--- config.mk ---
export PLATFORM = sky130hd
export DESIGN_NAME = pdc_cfg_regs
export DESIGN_NICKNAME = d
export VERILOG_FILES = /design/src/sv/pid_position_drive_controller_assert.svh /design/src/sv/pdc_pkg.sv /design/src/sv/pdc_cfg_regs.sv
export SDC_FILE = /design/constraint.sdc
export NUM_CORES = 1
export LEC_CHECK = 0
export BUFFER_PORTS_ARGS = -buffer_cell sky130_fd_sc_hd__buf_2
export CORE_MARGIN = 4
export CORE_UTILIZATION = 45
export CTS_CLUSTER_SIZE = 28
export DETAILED_ROUTE_END_ITERATION = 8
export PLACE_DENSITY = 0.79
export SETUP_SLACK_MARGIN = 0.4
export SLEW_MARGIN = 10
export SYNTH_ARGS = -nofsm -noshare
export SYNTH_HDL_FRONTEND = slang
export SYNTH_SLANG_ARGS = --single-unit
--- constraint.sdc ---
create_clock -name clk -period 1.2 [get_ports clk]
set_clock_uncertainty 0.05 [all_clocks]
set_input_delay 0.18 -clock clk [delete_from_list [all_inputs] [get_ports clk]]
set_output_delay 0.18 -clock clk [all_outputs]
set_load 0.05 [all_outputs]
--- src/sv/pid_position_drive_controller_assert.svh ---
// assertion macros for the drive controller, used by the step sequencer
`ifndef PID_POSITION_DRIVE_CONTROLLER_ASSERT_SVH
`define PID_POSITION_DRIVE_CONTROLLER_ASSERT_SVH

`ifndef SYNTHESIS
// concurrent assertion on a named clock and active-low reset
`define PDC_ASSERT_CLK(lbl, clk_sig, rstn_sig, prop) \
	lbl: assert property (@(posedge clk_sig) disable iff (!rstn_sig) prop) \
		else $error("pdc assertion failed");
// same, on the block clock and reset
`define PDC_ASSERT(lbl, prop) `PDC_ASSERT_CLK(lbl, clk, arst_n, prop)
`else
`define PDC_ASSERT_CLK(lbl, clk_sig, rstn_sig, prop)
`define PDC_ASSERT(lbl, prop)
`endif

`endif

--- src/sv/pdc_pkg.sv ---
`default_nettype none

package pdc_pkg;

	// field and internal widths
	localparam int PosW     = 24;
	localparam int GainW    = 24;
	localparam int ZoneW    = 16;
	localparam int ClampW   = 24;
	localparam int PctW     = 7;
	localparam int DistW    = 24;
	localparam int ErrW     = 22;
	localparam int DeW      = 23;
	localparam int IntW     = 32;
	localparam int MulAW    = 25;
	localparam int MulBW    = 32;
	localparam int ProdW    = MulAW + MulBW;
	localparam int AccW     = 58;
	localparam int ClpW     = 24;
	localparam int PowW     = 8;
	localparam int FracBits = 16;
	localparam int ScaledW  = 35;
	localparam int RemW     = 14;
	localparam int CfgDataW = 24;
	localparam int CfgAddrW = 3;

	// distance to ticks: floor(dist * 1125 / 6908)
	localparam logic [10:0] TickNum = 11'd1125;
	localparam logic [12:0] TickDen = 13'd6908;
	localparam int RecipShift = 24;
	localparam logic [63:0] RecipFull = (64'd1 << RecipShift) * 64'd1125 / 64'd6908;
	localparam logic [ErrW-1:0] RecipM = RecipFull[ErrW-1:0];

	// distance bands in ticks
	localparam logic [ErrW-1:0] DeadbandTicks = 22'd25;
	localparam logic [ErrW-1:0] FarTicks      = 22'd800;
	localparam logic [ErrW-1:0] BandHigh      = 22'd500;
	localparam logic [ErrW-1:0] BandMid       = 22'd90;
	localparam logic [ErrW-1:0] BandLow       = 22'd50;

	// fixed band powers
	localparam logic signed [PowW-1:0] PowerFarBand   = 8'sd30;
	localparam logic signed [PowW-1:0] PowerMidBand   = 8'sd10;
	localparam logic signed [PowW-1:0] PowerNearBand  = 8'sd5;
	localparam logic signed [PowW-1:0] PowerCloseBand = 8'sd3;
	localparam logic [PctW-1:0] PowerCeiling = 7'd100;

	localparam logic signed [IntW-1:0] IntMax = 32'sh7fff_ffff;

	// register reset values
	localparam logic signed [PosW-1:0] TargetReset = 24'sd0;
	localparam logic [GainW-1:0]  KpReset    = 24'd11141;
	localparam logic [GainW-1:0]  KiReset    = 24'd3932;
	localparam logic [GainW-1:0]  KdReset    = 24'd655;
	localparam logic [ZoneW-1:0]  ZoneReset  = 16'd30;
	localparam logic [ClampW-1:0] ClampReset = 24'd250;
	localparam logic [PctW-1:0]   MaxPowReset = 7'd60;

	// register indexes
	typedef enum logic [CfgAddrW-1:0] {
		REG_TARGET    = 3'd0,
		REG_KP        = 3'd1,
		REG_KI        = 3'd2,
		REG_KD        = 3'd3,
		REG_ZONE      = 3'd4,
		REG_CLAMP     = 3'd5,
		REG_MAX_POWER = 3'd6
	} cfg_reg_t;

	typedef struct packed {
		logic signed [PosW-1:0] target_position;
		logic [GainW-1:0]       kp_gain;
		logic [GainW-1:0]       ki_gain;
		logic [GainW-1:0]       kd_gain;
		logic [ZoneW-1:0]       integral_zone;
		logic [ClampW-1:0]      integral_clamp;
		logic [PctW-1:0]        max_power_percent;
	} cfg_t;

	// step commands from the controller
	typedef struct packed {
		logic load_in;
		logic calc_dist;
		logic recip;
		logic corr;
		logic calc_err;
		logic int_acc;
		logic err_upd;
		logic int_clamp;
		logic mul_i;
		logic mul_d;
		logic acc_last;
		logic clamp;
		logic load_out;
	} pdc_cmd_t;

	typedef struct packed {
		logic deadband;
	} pdc_status_t;

endpackage

`default_nettype wire

--- src/sv/pdc_cfg_regs.sv ---
`default_nettype none

module pdc_cfg_regs (
	input  wire logic                          clk,
	input  wire logic                          arst_n,
	input  wire logic                          cfg_wr_en,
	input  wire logic [pdc_pkg::CfgAddrW-1:0]  cfg_addr,
	input  wire logic [pdc_pkg::CfgDataW-1:0]  cfg_wdata,
	output pdc_pkg::cfg_t                      cfg
);

	pdc_pkg::cfg_t cfg_q;

	// register writes, unknown indexes ignored
	always_ff @(posedge clk or negedge arst_n) begin
		if (!arst_n) begin
			cfg_q.target_position   <= pdc_pkg::TargetReset;
			cfg_q.kp_gain           <= pdc_pkg::KpReset;
			cfg_q.ki_gain           <= pdc_pkg::KiReset;
			cfg_q.kd_gain           <= pdc_pkg::KdReset;
			cfg_q.integral_zone     <= pdc_pkg::ZoneReset;
			cfg_q.integral_clamp    <= pdc_pkg::ClampReset;
			cfg_q.max_power_percent <= pdc_pkg::MaxPowReset;
		end else if (cfg_wr_en) begin
			case (cfg_addr)
				pdc_pkg::REG_TARGET:    cfg_q.target_position <= cfg_wdata;
				pdc_pkg::REG_KP:        cfg_q.kp_gain <= cfg_wdata;
				pdc_pkg::REG_KI:        cfg_q.ki_gain <= cfg_wdata;
				pdc_pkg::REG_KD:        cfg_q.kd_gain <= cfg_wdata;
				pdc_pkg::REG_ZONE:      cfg_q.integral_zone <= cfg_wdata[pdc_pkg::ZoneW-1:0];
				pdc_pkg::REG_CLAMP:     cfg_q.integral_clamp <= cfg_wdata;
				pdc_pkg::REG_MAX_POWER: cfg_q.max_power_percent <= cfg_wdata[pdc_pkg::PctW-1:0];
				default: begin
				end
			endcase
		end
	end

	assign cfg = cfg_q;

endmodule

`default_nettype wire

==> metrics.txt <==
total wire length 21,680 um; Gate Count Post-Synth 311; Critical-path top delay cell dfstp_2; CP bufs+invs 1; worst-margin pin slew 0.3724 ns; Slew Viols, Final 0; crit-path cells buf_8; H-tree depth 4; chip width 119.1 um; Rel. slew slack 75.17%; Top delay family on crit path flip-flops; drt first-iter violations 333; Min Hold Slack -0.3554 ns; antenna violations before repair 0; Avg Vias per Cell 5.201; status finished with violations; max-cap viol count 0; critical path class reg2out; via count 4,197; Routed Antenna Nets 0; # diodes 0; Initial Utilization 46.02%; commonest non-fill, non-tap cell in the layout buf_6; Finished Cell Area 0.01065 mm2; Finished Layout Cells 807; CTS tree done; clock sink count 143; worst-skew pair later-pin latency 0.42 ns; Final period util 115.4%; area of the multi-input gates 0.002291 mm2; Syn. warnings 0; power share of the sequential group 31.4%; Critical R2R Launch cfg[85]$_DFFE_PN0P_; highest-count cells in the layout ignoring fill and taps buf_6 (146), mux2_4 (140), dfrtp_2 (88), buf_8 (58), buf_4 (50); Max Freq 0.7222 GHz; Die Area 0.01418 mm2; total core area 0.01206 mm2; WP data arrival 1.15 ns; P_leak 5.073 nW; layout cell share with drive strength beyond 1 95.62%; Syn Area/Cell 17.85 um2; Seq. cell area 0.003732 mm2; Layout Nets 656; Longest Clk Path Bufs 2; number of global-route vias before repair 4,544; setup TNS -8.477 ns; CTS root buf clkbuf_16; grt ovf 0; element type at the critical path end primary output; crit path launch cfg[35]$_DFFE_PN1P_; Synth Cell Area 0.005550 mm2; Clock Power Share 24.3%; Sw Pwr 0.008681 W; failing checks hold timing, setup timing; gpl congestion 0.7757; DRT Pass-1 Iters 4; Sw Share 37.04%; Yosys cell types 13; largest net degree at the start of global routing 38; Util after Layout 88.28%; port bufs 172; fill count 415; GRT Resource Usage Total 27.69%; placed instance count 657; Worst Path Max Fanout 2; first-pass GRT wire length 29,190 um; Tmin final 1.385 ns; max FFs per register 143; detailed-route wire length per cell 26.86 um; FP Rows 40; dpl hpwl 9617 um; internal power 0.01475 W; setup violators final 142; VDD IR max 1.436 mV; power per cell area 2201 mW/mm2; CP required 0.97 ns; final hold violation count 118; Synth Register Bits 143; Min-Delay Path Class in2async; Mapped Nets 341; clock-pin slew on the worst setup and hold paths 0.06 ns; startpoint types register; CTS Buf Count 17; worst stage delay on the critical path 0.57 ns; synth-to-layout area growth 91.84%; Gate power share 44.3%; die height 119.1 um; placed cell areas 0.007199 mm2; Residual DRC 0; sequential area share after synthesis 65.26%; Final Worst Setup Slack -0.1846 ns; Hold Buf Count CTS 1; RSZ-0062 raised after global routing yes; num ports 173
worst register-to-register path: cells and delay by family, from the launching register on:
family                 cells  cell delay (ns)
buffers and inverters      2             0.24
DFF                        1             0.43
muxes                      1             0.26
cell type report:
type                       count  share of cell area, %
sequential                   143                  35.05
multi-input combinational    150                  21.52
clock inverter                 6                  1.222
timing repair buffer         314                  35.64
clock buffer                  26                  4.595
tap                          168                  1.974
synth_stat cells:
cell,count,area [um2]
mux2_2,110,1239
nand4b_2,2,30.03
dfstp_2,35,919.6
nand4b_1,1,8.760
buf_6,6,67.56
buf_4,1,7.510
mux2_1,13,146.4
nor4b_4,1,23.77
buf_8,2,30.03
buf_2,9,45.04
dfrtp_1,108,2703
nor4bb_1,3,30.03
mux2_4,20,300.3
metal layers:
metal  share of wire [%]  global-route usage [%]  wire (um)
met4                 2.5                   9.558        551
met5                   0                       0          0
met3                 7.5                   7.787       1626
met1                  39                   34.68       8487
met2                  51                   46.24      11010
cell families after synthesis:
logic type,count (synthesis),synth area share (%)
multiplexers,143,30.37
flip-flops,143,65.26
AND/OR/NAND/NOR,7,1.668
buffers and inverters,18,2.705
final timing paths:
| check | end | slack [ns] | depth (start not counted) |
|---|---|---|---|
| min in group clk | cfg[118]$_DFFE_PN0P_ | 0.01 | 2 |
| setup reg to reg | cfg[85]$_DFFE_PN0P_ | 0.10 | 3 |
| hold / removal | cfg[98]$_DFFE_PN0P_ | -0.36 | 1 |
| hold reg to reg | cfg[118]$_DFFE_PN0P_ | 0.48 | 1 |
| max in group asynchronous | cfg[78]$_DFFE_PN0P_ | 0.46 | 3 |
| setup / recovery | cfg[35] | -0.18 | 1 |
power by group through the flow:
| stage | clock (W) | combinational (W) | sequential (W) |
|---|---|---|---|
| after floorplan | 0 | 0.00141 | 0.0107 |
| after global placement | 0 | 0.00682 | 0.00682 |
| after detailed placement | 0 | 0.00691 | 0.00687 |
| after CTS | 0.00563 | 0.00928 | 0.00717 |
| after global routing | 0.00597 | 0.0107 | 0.00744 |
| final | 0.00570 | 0.0104 | 0.00735 |
what timing repair did:
action                                  CTS  global route
endpoints found under the setup margin  286           287
buffers inserted                         52            54
pin swaps                                 5             5
hold endpoints to repair                125           112
resized for setup                       430            64
cloned                                   10             1
through the flow:
stage,worst slack [ns],total power [W]
2_1_floorplan,-0.2431,0.01208
3_3_place_gp,-0.3745,0.01364
3_5_place_dp,-0.4227,0.01378
4_1_cts,-0.1837,0.02209
5_1_grt,-0.2121,0.02408
6_report,-0.1846,0.02343
Power figures use the tool's default switching activity.
