File: src/sv/pid_position_drive_controller_assert.svh
// assertion macros for the drive controller, used by the step sequencer
`ifndef PID_POSITION_DRIVE_CONTROLLER_ASSERT_SVH
`define PID_POSITION_DRIVE_CONTROLLER_ASSERT_SVH

`ifndef SYNTHESIS
// concurrent assertion on a named clock and active-low reset
`define PDC_ASSERT_CLK(lbl, clk_sig, rstn_sig, prop) \
	lbl: assert property (@(posedge clk_sig) disable iff (!rstn_sig) prop) \
		else $error("pdc assertion failed");
// same, on the block clock and reset
`define PDC_ASSERT(lbl, prop) `PDC_ASSERT_CLK(lbl, clk, arst_n, prop)
`else
`define PDC_ASSERT_CLK(lbl, clk_sig, rstn_sig, prop)
`define PDC_ASSERT(lbl, prop)
`endif

`endif

File: src/sv/pdc_pkg.sv
`default_nettype none

package pdc_pkg;

	// field and internal widths
	localparam int PosW     = 24;
	localparam int GainW    = 24;
	localparam int ZoneW    = 16;
	localparam int ClampW   = 24;
	localparam int PctW     = 7;
	localparam int DistW    = 24;
	localparam int ErrW     = 22;
	localparam int DeW      = 23;
	localparam int IntW     = 32;
	localparam int MulAW    = 25;
	localparam int MulBW    = 32;
	localparam int ProdW    = MulAW + MulBW;
	localparam int AccW     = 58;
	localparam int ClpW     = 24;
	localparam int PowW     = 8;
	localparam int FracBits = 16;
	localparam int ScaledW  = 35;
	localparam int RemW     = 14;
	localparam int CfgDataW = 24;
	localparam int CfgAddrW = 3;

	// distance to ticks: floor(dist * 1125 / 6908)
	localparam logic [10:0] TickNum = 11'd1125;
	localparam logic [12:0] TickDen = 13'd6908;
	localparam int RecipShift = 24;
	localparam logic [63:0] RecipFull = (64'd1 << RecipShift) * 64'd1125 / 64'd6908;
	localparam logic [ErrW-1:0] RecipM = RecipFull[ErrW-1:0];

	// distance bands in ticks
	localparam logic [ErrW-1:0] DeadbandTicks = 22'd25;
	localparam logic [ErrW-1:0] FarTicks      = 22'd800;
	localparam logic [ErrW-1:0] BandHigh      = 22'd500;
	localparam logic [ErrW-1:0] BandMid       = 22'd90;
	localparam logic [ErrW-1:0] BandLow       = 22'd50;

	// fixed band powers
	localparam logic signed [PowW-1:0] PowerFarBand   = 8'sd30;
	localparam logic signed [PowW-1:0] PowerMidBand   = 8'sd10;
	localparam logic signed [PowW-1:0] PowerNearBand  = 8'sd5;
	localparam logic signed [PowW-1:0] PowerCloseBand = 8'sd3;
	localparam logic [PctW-1:0] PowerCeiling = 7'd100;

	localparam logic signed [IntW-1:0] IntMax = 32'sh7fff_ffff;

	// register reset values
	localparam logic signed [PosW-1:0] TargetReset = 24'sd0;
	localparam logic [GainW-1:0]  KpReset    = 24'd11141;
	localparam logic [GainW-1:0]  KiReset    = 24'd3932;
	localparam logic [GainW-1:0]  KdReset    = 24'd655;
	localparam logic [ZoneW-1:0]  ZoneReset  = 16'd30;
	localparam logic [ClampW-1:0] ClampReset = 24'd250;
	localparam logic [PctW-1:0]   MaxPowReset = 7'd60;

	// register indexes
	typedef enum logic [CfgAddrW-1:0] {
		REG_TARGET    = 3'd0,
		REG_KP        = 3'd1,
		REG_KI        = 3'd2,
		REG_KD        = 3'd3,
		REG_ZONE      = 3'd4,
		REG_CLAMP     = 3'd5,
		REG_MAX_POWER = 3'd6
	} cfg_reg_t;

	typedef struct packed {
		logic signed [PosW-1:0] target_position;
		logic [GainW-1:0]       kp_gain;
		logic [GainW-1:0]       ki_gain;
		logic [GainW-1:0]       kd_gain;
		logic [ZoneW-1:0]       integral_zone;
		logic [ClampW-1:0]      integral_clamp;
		logic [PctW-1:0]        max_power_percent;
	} cfg_t;

	// step commands from the controller
	typedef struct packed {
		logic load_in;
		logic calc_dist;
		logic recip;
		logic corr;
		logic calc_err;
		logic int_acc;
		logic err_upd;
		logic int_clamp;
		logic mul_i;
		logic mul_d;
		logic acc_last;
		logic clamp;
		logic load_out;
	} pdc_cmd_t;

	typedef struct packed {
		logic deadband;
	} pdc_status_t;

endpackage

`default_nettype wire

File: src/sv/pdc_ctrl.sv
`default_nettype none

`include "pid_position_drive_controller_assert.svh"

module pdc_ctrl (
	input  wire logic          clk,
	input  wire logic          arst_n,
	input  wire logic          s_tvalid,
	output logic               s_tready,
	output logic               m_tvalid,
	input  wire logic          m_tready,
	input  wire pdc_pkg::pdc_status_t status,
	output pdc_pkg::pdc_cmd_t  cmd
);

	typedef enum logic [11:0] {
		ST_IDLE  = 12'b0000_0000_0001,
		ST_DIST  = 12'b0000_0000_0010,
		ST_RECIP = 12'b0000_0000_0100,
		ST_CORR  = 12'b0000_0000_1000,
		ST_ERR   = 12'b0000_0001_0000,
		ST_INT1  = 12'b0000_0010_0000,
		ST_INT2  = 12'b0000_0100_0000,
		ST_MULI  = 12'b0000_1000_0000,
		ST_MULD  = 12'b0001_0000_0000,
		ST_ACC   = 12'b0010_0000_0000,
		ST_CLAMP = 12'b0100_0000_0000,
		ST_FIN   = 12'b1000_0000_0000
	} state_t;

	state_t state_q, state_d;
	logic   out_valid_q;

	// step sequencing
	always_comb begin
		state_d  = state_q;
		cmd      = '0;
		s_tready = 1'b0;
		case (state_q)
			ST_IDLE: begin
				s_tready    = 1'b1;
				cmd.load_in = s_tvalid;
				if (s_tvalid) state_d = ST_DIST;
			end
			ST_DIST: begin
				cmd.calc_dist = 1'b1;
				state_d = ST_RECIP;
			end
			ST_RECIP: begin
				cmd.recip = 1'b1;
				state_d = ST_CORR;
			end
			ST_CORR: begin
				cmd.corr = 1'b1;
				state_d = ST_ERR;
			end
			ST_ERR: begin
				cmd.calc_err = 1'b1;
				state_d = ST_INT1;
			end
			ST_INT1: begin
				cmd.err_upd = 1'b1;
				cmd.int_acc = !status.deadband;
				state_d = status.deadband ? ST_FIN : ST_INT2;
			end
			ST_INT2: begin
				cmd.int_clamp = 1'b1;
				state_d = ST_MULI;
			end
			ST_MULI: begin
				cmd.mul_i = 1'b1;
				state_d = ST_MULD;
			end
			ST_MULD: begin
				cmd.mul_d = 1'b1;
				state_d = ST_ACC;
			end
			ST_ACC: begin
				cmd.acc_last = 1'b1;
				state_d = ST_CLAMP;
			end
			ST_CLAMP: begin
				cmd.clamp = 1'b1;
				state_d = ST_FIN;
			end
			ST_FIN: begin
				cmd.load_out = !out_valid_q || m_tready;
				if (!out_valid_q || m_tready) state_d = ST_IDLE;
			end
			default: begin
				state_d = ST_IDLE;
			end
		endcase
	end

	always_ff @(posedge clk or negedge arst_n) begin
		if (!arst_n) begin
			state_q <= ST_IDLE;
		end else begin
			state_q <= state_d;
		end
	end

	// result register valid
	always_ff @(posedge clk or negedge arst_n) begin
		if (!arst_n) begin
			out_valid_q <= 1'b0;
		end else if (cmd.load_out) begin
			out_valid_q <= 1'b1;
		end else if (m_tready) begin
			out_valid_q <= 1'b0;
		end
	end

	assign m_tvalid = out_valid_q;

	// accepted request starts the distance step
	`PDC_ASSERT(a_accept_starts, (s_tvalid && s_tready) |=> (state_q == ST_DIST))
	// deadband skips the gain products
	`PDC_ASSERT(a_deadband_skip, (state_q == ST_INT1 && status.deadband) |=> (state_q == ST_FIN))
	// a pending result holds the last step
	`PDC_ASSERT(a_fin_stall, (state_q == ST_FIN && m_tvalid && !m_tready) |=> (state_q == ST_FIN))

endmodule

`default_nettype wire

File: config.mk
export PLATFORM = sky130hd
export DESIGN_NAME = pdc_ctrl
export DESIGN_NICKNAME = d
export VERILOG_FILES = /design/src/sv/pdc_pkg.sv /design/src/sv/pdc_ctrl.sv
export VERILOG_INCLUDE_DIRS = /design/src /design/src/sv
export SDC_FILE = /design/constraint.sdc
export NUM_CORES = 1
export LEC_CHECK = 0
export BUFFER_PORTS_ARGS = -buffer_cell sky130_fd_sc_hd__buf_2
export CORE_MARGIN = 2
export CORE_UTILIZATION = 53
export CTS_BUF_LIST = sky130_fd_sc_hd__clkbuf_8
export DETAILED_ROUTE_END_ITERATION = 8
export GPL_ROUTABILITY_DRIVEN = 1
export PLACE_DENSITY = 0.8
export SLEW_MARGIN = 10
export SYNTH_ARGS = -nofsm -noshare
export SYNTH_HDL_FRONTEND = slang
export SYNTH_SLANG_ARGS = --single-unit
File: constraint.sdc
create_clock -name clk -period 2.25 [get_ports clk]
set_input_delay 0.1125 -clock clk [delete_from_list [all_inputs] [get_ports clk]]
set_output_delay 0.1125 -clock clk [all_outputs]
set_load 0.005 [all_outputs]
==> impl_metrics.tcl <==
set metrics [dict create \
    syn_inst 78 \
    cts_buffer_depth 2 \
    first_pass_iters 4 \
    worstPathMaxFanout 9 \
    io_buffers 19 \
    drcViolationCount 0 \
    track_usage_pct 19.53 \
    synth_area_leaders "dfrtp_1 39%, nor3b_1 7.8%, nor4_2 6.5%" \
    vdd_drop_max_mv 0.4915 \
    diodes 0 \
    htree_levels 1 \
    ys_ff_latch 13 \
    rsz0062_at_grt "no" \
    dieArea_um2 1780 \
    initial_utilization_pct 57.97 \
    hold_viol_final 0 \
    cp_slowest_cell "or4_4" \
    vias_per_cell 6.096 \
    setup_tns_ns 0 \
    io_pins 20 \
    cts_buffers 3 \
    path_cells "or4_4 > nor4_2 > and2_1 > buf_2" \
    startpoint_type "flip-flop" \
    grt_pass1_vias 603 \
    cp-end-kind "primary output" \
    grt_pass1_wl_um 2642 \
    seq_area_frac_synth_pct 42.23 \
    yosys_warnings 0 \
    slew_violations 0 \
    synth_cell_types 32 \
    place.gp.congestion 0.8476 \
    hold_slack_ns 0.07237 \
    setup_viol 0 \
    n_fill_cell 98 \
    pwr_density_cell_nw_per_um2 880.8 \
    grt_max_degree 14 \
    synth_top_area_share_pct 38.83 \
    syn_avg_cell_area_um2 9.913 \
    syn-num-nets 83 \
    synth_area_um2 773.2 \
    cts_root_buffer "clkbuf_8" \
    design.core.area_um2 1334 \
    max-slew-margin-rel_pct 63.40 \
    drive_gt1_share_pct 30.00 \
    post-route-period-util_pct 93.15 \
    required_ns 2.14 \
    ant_nets 0 \
    grt_overflow 0 \
    run_status "finished, final reports clean" \
    wl_per_cell_um 13.24 \
    fin_nets 106 \
    clock.fmax_mhz 477.1 \
    area_growth_pct 20.87 \
    die_x_um 42.20 \
    fin_crit_ns 2.096 \
    die_h_um 42.20 \
    cts_tree "done" \
    grt_antenna_before_repair 0 \
    hold_class "in -> reg" \
    clkTransAtPathRegs_ns 0.06 \
    fin_skew_ns 0.006464 \
    num_vias 701 \
    worst_pin_slew_ns 0.5440 \
    drt_iter0_drc 13 \
    rows 13 \
    seq_area_um2 326.6 \
    p_leak_nw 0.4534 \
    slowest_delay_ns 0.62 \
    arrival_ns 1.98 \
    clk_latency_ns 0.24 \
    max_cap_violations 0 \
    routed_wl_um 1523 \
    yosys.area.top_type "dfrtp_1" \
    numClockSinks 13 \
    path_class "reg -> out" \
    multiInputGateArea_um2 420.4 \
]
==> state kept, by name (all words and copies together), names as in the netlist <==
name / count
state_q: 12
m_tvalid: 1
==> metal layers <==
layer / GRT usage [%] / part of all wire, % / up-vias
met4: 9.375 / 1.5 / 0
met3: 2.586 / 6.6 / 4
met2: 31.08 / 48 / 26
met1: 26.02 / 43 / 330
met5: 0 / 0 / -
li1: - / - / 341
==> cells by family (layout without fill, tap and decap cells) <==
group,Yosys count,in the layout,share of synthesized area (%)
AND/OR/NAND/NOR,46,46,40.13
flip-flops,13,13,42.23
AO/OA/AOI/OAI,9,9,9.385
buffers and inverters,7,29,4.530
XOR/XNOR,2,2,2.266
adder cells (fa/ha/maj),1,1,1.456
==> area by class of cell <==
cell class	instances	area share, %
multi-input cells	58	44.98
flip-flops and latches	13	34.94
repair buffers	20	11.25
clock buffers	3	4.418
inverters	5	2.008
well taps	15	2.008
clock inverters	1	0.4016
==> worst max-delay path, delay by kind of cell (launching register included) <==
family        cells  cell delay, ns
buf+inv           1            0.10
flops             1            0.49
simple gates      3            1.15
==> per-stage QoR <==
stage / cells / utilization (%) / setup slack, ns / area (um2) / total power, W
floorplan: 78 / - / 0.5097 / 773.2 / 0.0005352
global placement: 110 / 65.29 / 0.3844 / 870.8 / 0.0006075
detailed placement: 110 / 65.29 / 0.3748 / 870.8 / 0.0006161
CTS: 115 / 69.42 / 0.1076 / 925.9 / 0.0008209
global route: 115 / 70.08 / 0.02178 / 934.6 / 0.0008830
finish: 115 / 70.08 / 0.1541 / 934.6 / 0.0008233
==> power by group <==
| part | switching [W] | internal [W] |
|---|---|---|
| Sequential | 0.0000503 | 0.000268 |
| Clock | 0.0000808 | 0.000120 |
| Combinational | 0.000166 | 0.000139 |
| Total | 0.000297 | 0.000527 |
==> cell usage after synthesis <==
library cell  instances
a21bo_1               1
a21oi_1               1
a311o_1               1
a311oi_1              1
and2_1                2
buf_2                 1
buf_6                 1
dfrtp_1              12
dfstp_2               1
inv_1                 5
maj3_2                1
nand2_1               2
nand2b_1              2
nand3_1               5
nand4_1               1
nor2_1                7
nor2b_1               4
nor3b_1               8
nor4_1                5
nor4_2                4
nor4b_1               2
nor4bb_1              1
o2111ai_1             1
o21a_1                1
o21ai_1               1
o2bb2ai_1             1
o311ai_0              1
or2_2                 1
or3b_1                1
or4_4                 1
xnor2_1               1
xor2_1                1
==> final timing paths <==
path / from / endpoint / slack (ns) / depth (start not counted)
max: state_q[4]$_DFFE_PN0P_ / cmd[12] / 0.15 / 4
min in group asynchronous: arst_n / state_q[4]$_DFFE_PN0P_ / 0.30 / 2
max in group asynchronous: arst_n / state_q[0]$_DFFE_PN1P_ / 1.67 / 2
max reg2reg: state_q[4]$_DFFE_PN0P_ / state_q[0]$_DFFE_PN1P_ / 0.29 / 4
min: m_tready / m_tvalid$_DFFE_PN0P_ / 0.07 / 2
min reg2reg: state_q[7]$_DFFE_PN0P_ / state_q[7]$_DFFE_PN0P_ / 0.56 / 1
==> repair_timing <==
action                     4_1_cts  5_1_grt
hold buffers                     1        0
resized for setup                0        1
setup endpoints to repair        0        1
hold endpoints to repair        12        0
setup buffers                    0        0
==> cells in the final DEF, fill, tap and decap left out, types with 2 or more instances in the layout <==
cell / count
and2_1: 2
buf_2: 19
clkbuf_8: 3
dfrtp_1: 12
inv_1: 6
nand2_1: 2
nand2b_1: 2
nand3_1: 5
nor2_1: 7
nor2b_1: 4
nor3b_1: 8
nor4_1: 5
nor4_2: 3
nor4b_1: 2
(Power assumes the default switching activity.)
